--- src/rtl/core/i2r_pkg.sv ---
// ----------------------------------------------------------------------------
// i2r_pkg
// Shared constants, types, microprogram and letter tables for the
// integer to roman numeral converter.
// ----------------------------------------------------------------------------
package i2r_pkg;

   localparam int MAX_THOUSANDS = 3;
   localparam int VALUE_W       = 12;
   localparam int LETTER_W      = 8;
   localparam int TH_W          = 3;
   localparam int K_W           = 3;
   localparam int STEP_W        = 4;
   localparam int DIGIT_W       = 4;
   localparam int R1_W          = 10;
   localparam int R2_W          = 7;

   // reciprocal multipliers for the digit split
   localparam int RCP_TH_W   = 13;
   localparam int RCP_TH     = 4195;
   localparam int RCP_TH_SH  = 22;
   localparam int RCP_HU_W   = 6;
   localparam int RCP_HU     = 41;
   localparam int RCP_HU_SH  = 12;
   localparam int RCP_TE_W   = 8;
   localparam int RCP_TE     = 205;
   localparam int RCP_TE_SH  = 11;

   localparam logic [STEP_W-1:0] STEP_EMPTY = STEP_W'(8);
   localparam logic [STEP_W-1:0] STEP_BIG   = STEP_W'(9);

   typedef enum logic [2:0] {
      OP_NOP,
      OP_CHECK,
      OP_EMIT,
      OP_EMPTY,
      OP_BIG
   } op_type;

   typedef enum logic [1:0] {
      DIG_TH,
      DIG_HU,
      DIG_TE,
      DIG_ON
   } digit_type;

   typedef enum logic [1:0] {
      SEL_UNIT,
      SEL_FIVE,
      SEL_TEN
   } sel_type;

   typedef struct packed {
      logic                ld_th;
      logic                ld_r1;
      logic                ld_hu;
      logic                ld_r2;
      logic                ld_te;
      logic                ld_on;
      op_type              op;
      digit_type           digit;
      logic                fin;
      logic [STEP_W-1:0]   target;
   } ctrl_type;

   typedef struct packed {
      logic is_zero;
      logic is_big;
      logic digit_done;
   } stat_type;

   function automatic ctrl_type rom_word(input logic [STEP_W-1:0] step);
      ctrl_type c;
      c = '0;
      case (step)
         4'd0: begin
            c.ld_th = 1'b1;
         end
         4'd1: begin
            c.ld_r1  = 1'b1;
            c.op     = OP_CHECK;
            c.target = STEP_EMPTY;
         end
         4'd2: begin
            c.ld_hu = 1'b1;
         end
         4'd3: begin
            c.ld_r2 = 1'b1;
         end
         4'd4: begin
            c.ld_te = 1'b1;
            c.op    = OP_EMIT;
            c.digit = DIG_TH;
         end
         4'd5: begin
            c.ld_on = 1'b1;
            c.op    = OP_EMIT;
            c.digit = DIG_HU;
         end
         4'd6: begin
            c.op    = OP_EMIT;
            c.digit = DIG_TE;
         end
         4'd7: begin
            c.op    = OP_EMIT;
            c.digit = DIG_ON;
            c.fin   = 1'b1;
         end
         4'd8: begin
            c.op  = OP_EMPTY;
            c.fin = 1'b1;
         end
         4'd9: begin
            c.op  = OP_BIG;
            c.fin = 1'b1;
         end
         default: begin
            c.fin = 1'b1;
         end
      endcase
      return c;
   endfunction

   function automatic logic [K_W-1:0] pat_len(input logic [DIGIT_W-1:0] d);
      logic [K_W-1:0] n;
      case (d)
         4'd1, 4'd5:       n = K_W'(1);
         4'd2, 4'd4, 4'd6,
         4'd9:             n = K_W'(2);
         4'd3, 4'd7:       n = K_W'(3);
         4'd8:             n = K_W'(4);
         default:          n = '0;
      endcase
      return n;
   endfunction

   function automatic sel_type pat_sel(input logic [DIGIT_W-1:0] d,
                                       input logic [K_W-1:0] k);
      sel_type s;
      s = SEL_UNIT;
      case (d)
         4'd4: s = (k == K_W'(0)) ? SEL_UNIT : SEL_FIVE;
         4'd5, 4'd6, 4'd7, 4'd8:
               s = (k == K_W'(0)) ? SEL_FIVE : SEL_UNIT;
         4'd9: s = (k == K_W'(0)) ? SEL_UNIT : SEL_TEN;
         default: s = SEL_UNIT;
      endcase
      return s;
   endfunction

   function automatic logic [LETTER_W-1:0] digit_char(input digit_type g,
                                                      input sel_type s);
      logic [LETTER_W-1:0] ch;
      ch = "M";
      case (g)
         DIG_HU: begin
            case (s)
               SEL_UNIT: ch = "C";
               SEL_FIVE: ch = "D";
               default:  ch = "M";
            endcase
         end
         DIG_TE: begin
            case (s)
               SEL_UNIT: ch = "X";
               SEL_FIVE: ch = "L";
               default:  ch = "C";
            endcase
         end
         DIG_ON: begin
            case (s)
               SEL_UNIT: ch = "I";
               SEL_FIVE: ch = "V";
               default:  ch = "X";
            endcase
         end
         default: ch = "M";
      endcase
      return ch;
   endfunction

endpackage

--- src/rtl/core/integer_to_roman_numeral.sv ---
// ----------------------------------------------------------------------------
// integer_to_roman_numeral
// Converts a 12-bit unsigned number into its Roman numeral, one ASCII letter
// per result beat, most significant letter first.
//
// A number is taken when start is high and busy is low. A small microprogram
// steps through its control store: four steps load the thousands, the
// hundreds and their remainders, and the tens and ones are loaded during the
// first two digit steps. Each of the four digit steps holds while it gives its
// letters, or passes on when it gives none; busy stays high until the last
// step is done. Zero and too-large numbers give one flagged beat. Result beats
// appear on rsp_valid for one cycle each, one letter per beat, and cannot
// be held off; rsp_last marks the final beat of each number.
// ----------------------------------------------------------------------------
module integer_to_roman_numeral (
   input  logic                          clock,
   input  logic                          reset,
   input  logic                          start,
   output logic                          busy,
   input  logic [i2r_pkg::VALUE_W-1:0]   req_value,
   output logic                          rsp_valid,
   output logic [i2r_pkg::LETTER_W-1:0]  rsp_letter,
   output logic                          rsp_empty_res,
   output logic                          rsp_too_large,
   output logic                          rsp_last
);

   logic              accept;
   i2r_pkg::ctrl_type ctrl;
   i2r_pkg::stat_type stat;

   assign accept = start && !busy;

   i2r_seq u_seq (
      .clock  (clock),
      .reset  (reset),
      .accept (accept),
      .stat   (stat),
      .busy   (busy),
      .ctrl   (ctrl)
   );

   i2r_dp u_dp (
      .clock         (clock),
      .reset         (reset),
      .accept        (accept),
      .value         (req_value),
      .ctrl          (ctrl),
      .stat          (stat),
      .rsp_valid     (rsp_valid),
      .rsp_letter    (rsp_letter),
      .rsp_empty_res (rsp_empty_res),
      .rsp_too_large (rsp_too_large),
      .rsp_last      (rsp_last)
   );

`ifndef SYNTHESIS
   a_accept_busy: assert property (@(posedge clock) disable iff (reset)
      accept |=> busy)
      else $error("busy not raised after accept");

   a_flag_last: assert property (@(posedge clock) disable iff (reset)
      (rsp_valid && (rsp_empty_res || rsp_too_large)) |-> rsp_last)
      else $error("flagged beat not last");

   a_flag_excl: assert property (@(posedge clock) disable iff (reset)
      rsp_valid |-> !(rsp_empty_res && rsp_too_large))
      else $error("empty and too large together");

   a_mid_busy: assert property (@(posedge clock) disable iff (reset)
      (rsp_valid && !rsp_last) |-> busy)
      else $error("run ended without last beat");
`endif

endmodule

--- src/rtl/core/i2r_seq.sv ---
// ----------------------------------------------------------------------------
// i2r_seq
// Microcode sequencer: step counter, control store and conditional jumps.
// ----------------------------------------------------------------------------
module i2r_seq (
   input  logic              clock,
   input  logic              reset,
   input  logic              accept,
   input  i2r_pkg::stat_type stat,
   output logic              busy,
   output i2r_pkg::ctrl_type ctrl
);

   logic [i2r_pkg::STEP_W-1:0] step_ff, step_in;
   logic                       busy_ff, busy_in;
   i2r_pkg::ctrl_type          word;

   assign word = i2r_pkg::rom_word(step_ff);
   assign ctrl = busy_ff ? word : '0;
   assign busy = busy_ff;

   always_comb begin
      step_in = step_ff;
      busy_in = busy_ff;
      if (accept) begin
         step_in = '0;
         busy_in = 1'b1;
      end else if (busy_ff) begin
         if (word.op == i2r_pkg::OP_EMIT && !stat.digit_done) begin
            step_in = step_ff;
         end else if (word.fin) begin
            busy_in = 1'b0;
         end else if (word.op == i2r_pkg::OP_CHECK && stat.is_zero) begin
            step_in = word.target;
         end else if (word.op == i2r_pkg::OP_CHECK && stat.is_big) begin
            step_in = word.target + i2r_pkg::STEP_W'(1);
         end else begin
            step_in = step_ff + i2r_pkg::STEP_W'(1);
         end
      end
   end

   always_ff @(posedge clock) begin
      if (reset) begin
         step_ff <= '0;
         busy_ff <= 1'b0;
      end else begin
         step_ff <= step_in;
         busy_ff <= busy_in;
      end
   end

endmodule

--- src/rtl/core/i2r_dp.sv ---
// ----------------------------------------------------------------------------
// i2r_dp
// Datapath: digit split by reciprocal multiply, letter counter and the
// registered result beat.
// ----------------------------------------------------------------------------
module i2r_dp (
   input  logic                             clock,
   input  logic                             reset,
   input  logic                             accept,
   input  logic [i2r_pkg::VALUE_W-1:0]      value,
   input  i2r_pkg::ctrl_type                ctrl,
   output i2r_pkg::stat_type                stat,
   output logic                             rsp_valid,
   output logic [i2r_pkg::LETTER_W-1:0]     rsp_letter,
   output logic                             rsp_empty_res,
   output logic                             rsp_too_large,
   output logic                             rsp_last
);

   localparam int PTH_W = i2r_pkg::VALUE_W + i2r_pkg::RCP_TH_W;
   localparam int PHU_W = i2r_pkg::R1_W + i2r_pkg::RCP_HU_W;
   localparam int PTE_W = i2r_pkg::R2_W + i2r_pkg::RCP_TE_W;

   logic [i2r_pkg::VALUE_W-1:0]  value_ff;
   logic [i2r_pkg::TH_W-1:0]     th_ff;
   logic [i2r_pkg::R1_W-1:0]     r1_ff;
   logic [i2r_pkg::DIGIT_W-1:0]  hu_ff;
   logic [i2r_pkg::R2_W-1:0]     r2_ff;
   logic [i2r_pkg::DIGIT_W-1:0]  te_ff;
   logic [i2r_pkg::DIGIT_W-1:0]  on_ff;
   logic [i2r_pkg::K_W-1:0]      k_ff, k_in;

   logic [PTH_W-1:0]             prod_th;
   logic [PHU_W-1:0]             prod_hu;
   logic [PTE_W-1:0]             prod_te;
   logic [i2r_pkg::VALUE_W-1:0]  th_scaled;
   logic [i2r_pkg::R1_W-1:0]     hu_scaled;
   logic [i2r_pkg::R2_W-1:0]     te_scaled;

   logic [i2r_pkg::K_W-1:0]      cur_len;
   logic                         lower_zero;
   logic                         digit_done;
   logic                         emit;
   i2r_pkg::sel_type             sel;

   logic                         valid_ff, valid_in;
   logic [i2r_pkg::LETTER_W-1:0] letter_ff, letter_in;
   logic                         empty_ff, empty_in;
   logic                         big_ff, big_in;
   logic                         last_ff, last_in;

   // digit split
   assign prod_th   = PTH_W'(value_ff) * PTH_W'(i2r_pkg::RCP_TH);
   assign th_scaled = i2r_pkg::VALUE_W'(th_ff) * i2r_pkg::VALUE_W'(1000);
   assign prod_hu   = PHU_W'(r1_ff) * PHU_W'(i2r_pkg::RCP_HU);
   assign hu_scaled = i2r_pkg::R1_W'(hu_ff) * i2r_pkg::R1_W'(100);
   assign prod_te   = PTE_W'(r2_ff) * PTE_W'(i2r_pkg::RCP_TE);
   assign te_scaled = i2r_pkg::R2_W'(te_ff) * i2r_pkg::R2_W'(10);

   always_ff @(posedge clock) begin
      if (accept) value_ff <= value;
      if (ctrl.ld_th) th_ff <= prod_th[i2r_pkg::RCP_TH_SH +: i2r_pkg::TH_W];
      if (ctrl.ld_r1) r1_ff <= i2r_pkg::R1_W'(value_ff - th_scaled);
      if (ctrl.ld_hu) hu_ff <= prod_hu[i2r_pkg::RCP_HU_SH +: i2r_pkg::DIGIT_W];
      if (ctrl.ld_r2) r2_ff <= i2r_pkg::R2_W'(r1_ff - hu_scaled);
      if (ctrl.ld_te) te_ff <= prod_te[i2r_pkg::RCP_TE_SH +: i2r_pkg::DIGIT_W];
      if (ctrl.ld_on) on_ff <= i2r_pkg::DIGIT_W'(r2_ff - te_scaled);
   end

   // letter selection
   always_comb begin
      cur_len    = th_ff;
      lower_zero = (r1_ff == '0);
      sel        = i2r_pkg::SEL_UNIT;
      case (ctrl.digit)
         i2r_pkg::DIG_HU: begin
            cur_len    = i2r_pkg::pat_len(hu_ff);
            lower_zero = (r2_ff == '0);
            sel        = i2r_pkg::pat_sel(hu_ff, k_ff);
         end
         i2r_pkg::DIG_TE: begin
            cur_len    = i2r_pkg::pat_len(te_ff);
            lower_zero = (on_ff == '0);
            sel        = i2r_pkg::pat_sel(te_ff, k_ff);
         end
         i2r_pkg::DIG_ON: begin
            cur_len    = i2r_pkg::pat_len(on_ff);
            lower_zero = 1'b1;
            sel        = i2r_pkg::pat_sel(on_ff, k_ff);
         end
         default: begin
            cur_len    = th_ff;
            lower_zero = (r1_ff == '0);
            sel        = i2r_pkg::SEL_UNIT;
         end
      endcase
   end

   assign digit_done = (cur_len == '0) || (k_ff + i2r_pkg::K_W'(1) == cur_len);
   assign emit       = (ctrl.op == i2r_pkg::OP_EMIT) && (cur_len != '0);

   assign stat.is_zero    = (value_ff == '0);
   assign stat.is_big     = 32'(th_ff) > i2r_pkg::MAX_THOUSANDS;
   assign stat.digit_done = digit_done;

   always_comb begin
      k_in = k_ff;
      if (accept) begin
         k_in = '0;
      end else if (ctrl.op == i2r_pkg::OP_EMIT) begin
         k_in = digit_done ? '0 : k_ff + i2r_pkg::K_W'(1);
      end
   end

   always_comb begin
      valid_in  = emit || ctrl.op == i2r_pkg::OP_EMPTY || ctrl.op == i2r_pkg::OP_BIG;
      letter_in = emit ? i2r_pkg::digit_char(ctrl.digit, sel) : '0;
      empty_in  = (ctrl.op == i2r_pkg::OP_EMPTY);
      big_in    = (ctrl.op == i2r_pkg::OP_BIG);
      last_in   = emit ? (digit_done && lower_zero) : 1'b1;
   end

   always_ff @(posedge clock) begin
      if (reset) begin
         k_ff     <= '0;
         valid_ff <= 1'b0;
      end else begin
         k_ff     <= k_in;
         valid_ff <= valid_in;
      end
   end

   always_ff @(posedge clock) begin
      letter_ff <= letter_in;
      empty_ff  <= empty_in;
      big_ff    <= big_in;
      last_ff   <= last_in;
   end

   assign rsp_valid     = valid_ff;
   assign rsp_letter    = letter_ff;
   assign rsp_empty_res = empty_ff;
   assign rsp_too_large = big_ff;
   assign rsp_last      = last_ff;

endmodule

--- config.mk ---
export PLATFORM = sky130hd
export DESIGN_NAME = integer_to_roman_numeral
export DESIGN_NICKNAME = d
export VERILOG_FILES = /design/src/rtl/core/i2r_pkg.sv /design/src/rtl/core/integer_to_roman_numeral.sv /design/src/rtl/core/i2r_seq.sv /design/src/rtl/core/i2r_dp.sv
export SDC_FILE = /design/constraint.sdc
export NUM_CORES = 1
export LEC_CHECK = 0
export ABC_AREA = 1
export BUFFER_PORTS_ARGS = -buffer_cell sky130_fd_sc_hd__buf_2
export CAP_MARGIN = 10
export CORE_MARGIN = 4
export CORE_UTILIZATION = 53
export DETAILED_ROUTE_END_ITERATION = 10
export PLACE_DENSITY = 0.7
export SYNTH_ARGS = -nofsm -noshare
export SYNTH_HDL_FRONTEND = slang
export SYNTH_HIERARCHICAL = 1
export SYNTH_SLANG_ARGS = --single-unit
--- constraint.sdc ---
create_clock -name clock -period 6.5 [get_ports clock]
set_clock_uncertainty 0.1 [all_clocks]
set_input_delay 1.3 -clock clock [delete_from_list [all_inputs] [get_ports clock]]
set_output_delay 1.3 -clock clock [all_outputs]
set_load 0.005 [all_outputs]
==> impl_metrics.env <==
export IMPL_firstDrtPassIters=5
export IMPL_cts_hold_buf=0
export IMPL_leakagePower_uw=0.00428
export IMPL_synth_avg_cell_area_um2=8.15
export IMPL_hold_path_class="reg -> reg"
export IMPL_vdd_ir_drop_max_uv=162
export IMPL_htreeDepth=3
export IMPL_io_buffers=25
export IMPL_rsz0062_at_grt="no"
export IMPL_setup_viol=0
export IMPL_synth_area_um2=7460
export IMPL_wl_per_cell_um=13.2
export IMPL_area_growth_pct=8.29
export IMPL_crit_path_top_delay_cell="fa_1"
export IMPL_route_detailed_drc=0
export IMPL_dp_hpwl_um=12800
export IMPL_ant_nets=0
export IMPL_relSlewSlack_pct=40.3
export IMPL_drv_slew=0
export IMPL_vias_per_cell=5.04
export IMPL_finalCriticalPeriod_ns=4.34
export IMPL_drt_iter0_markers=331
export IMPL_status="finished, final reports clean"
export IMPL_grt_pass1_wl_um=25900
export IMPL_clock_latency_ns=0.34
export IMPL_vias=5714
export IMPL_dpl_worst_slack_ns=2.17
export IMPL_cts_resized=0
export IMPL_io_pins=28
export IMPL_yosys_warnings=6
export IMPL_synth_cells=915
export IMPL_crit_path_max_incr_delay_ns=0.52
export IMPL_initial_core_util_pct=53.9
export IMPL_numClockSinks=71
export IMPL_finalInstanceArea_um2=8080
export IMPL_cp_required_ns=6.50
export IMPL_drive_gt1_share_pct=6.08
export IMPL_power_density_nw_per_um2=178
export IMPL_die_w_um=127
export IMPL_post_cts_setup_buffer_count=0
export IMPL_fp_dieH_um=127
export IMPL_n_antenna_cell=0
export IMPL_grt_overflow_total=0
export IMPL_period_share_pct=66.7
export IMPL_fmax_mhz=231
export IMPL_crit_chain="inv_1, ha_1, ha_1, or2_2, fa_1, fa_1, fa_1, ha_1, nand2_1, inv_1, nand3_1, a21oi_1, o31ai_1, o211ai_1, and2_1"
export IMPL_hold_viol=0
export IMPL_coreArea_um2=13800
export IMPL_arrival_ns=4.34
export IMPL_first_global_vias=5624
export IMPL_routed_wl_um=15000
export IMPL_maxCapViolCount=0
export IMPL_setup_slack_ns=2.16
export IMPL_n_fill_cell=1276
export IMPL_grt_max_degree=16
export IMPL_cts_root_buf="clkbuf_16"
export IMPL_dieArea_um2=16000
export IMPL_cp_max_fo=6
export IMPL_fin_tns_setup_ns=0
export IMPL_gp_congestion=0.895
export IMPL_antenna_found_initial=0
export IMPL_grt_total_usage_pct=19.8
export IMPL_tightest_slew_ns=0.892
export IMPL_cts_buffer_depth=2
export IMPL_clkTransAtPathRegs_ns=0.06
export IMPL_worstSetupStartpointType="flop"
export IMPL_cts_tree="yes"
export IMPL_place_area_um2=7790
export IMPL_end_kind="flop"
export IMPL_nets=1161
export IMPL_holdWs_ns=0.387
export IMPL_worstSetupPathType="reg -> reg"
export IMPL_num_rows=43
export IMPL_cts_buffers=9
-- layout make-up --
cell class                      count  area [um2]  share of cell area, %
Inverter                          199         749                   9.28
Timing Repair Buffer               26         133                   1.64
Multi-Input combinational cell    642        4820                   59.7
Clock buffer                        9         225                   2.79
Tap cell                          180         225                   2.79
Sequential cell                    71        1860                   23.1
Clock inverter                      7        61.3                  0.759
-- where the power goes --
part | switching [uW] | leakage, uW | total, uW | internal (uW)
Sequential | 15.5 | 0.000624 | 512 | 496
Clock | 207 | 0.000137 | 473 | 266
Combinational | 261 | 0.00352 | 450 | 189
Total | 483 | 0.00428 | 1440 | 952
-- worst max-delay path: cells and delay by family (launching register included) --
kind	cells	cell delay [ns]
adder cells (fa/ha/maj)	6	2.29
buffers and inverters	2	0.15
AND/OR/NAND/NOR	4	0.63
AO/OA/AOI/OAI	3	0.42
flip-flops	1	0.50
-- per-layer routing --
layer / routed length, um / share of wire, % / track usage, % / up-vias
li1: - / - / - / 3017
met1: 7240 / 48 / 26.7 / 2594
met2: 7010 / 47 / 33.1 / 79
met3: 473 / 3.2 / 3.03 / 24
met4: 258 / 1.7 / 5.93 / 0
met5: 0 / 0 / 0 / -
-- cell usage in the layout (no fill, tap or decap), drive strengths merged, types with 26 or more instances in the layout --
cell type  instances
o21ai             30
edfxtp            44
fa                35
inv              203
nand3             54
ha               162
nand2            175
buf               26
nor2              71
a21oi             44
dfxtp             27
-- worst paths after layout --
kind | start | to | slack [ns] | cells past startpoint
max reg2reg | u_dp/value_ff[6]$_DFFE_PP_ | u_dp/th_ff[2]$_DFFE_PP_ | 2.16 | 15
max | u_dp/value_ff[6]$_DFFE_PP_ | u_dp/th_ff[2]$_DFFE_PP_ | 2.16 | 15
min reg2reg | u_dp/k_ff[1]$_SDFFE_PP0N_ | u_dp/k_ff[1]$_SDFFE_PP0N_ | 0.39 | 2
min | u_dp/k_ff[1]$_SDFFE_PP0N_ | u_dp/k_ff[1]$_SDFFE_PP0N_ | 0.39 | 2
-- metrics by stage --
step / power (uW) / util (%) / instances
2_1_floorplan: 871 / - / 916
3_3_place_gp: 970 / 56.3 / 1118
3_5_place_dp: 974 / 56.3 / 1118
4_1_cts: 1450 / 58.4 / 1134
5_1_grt: 1550 / 58.4 / 1134
6_report: 1440 / 58.4 / 1134
Power figures use the tool's default switching activity.
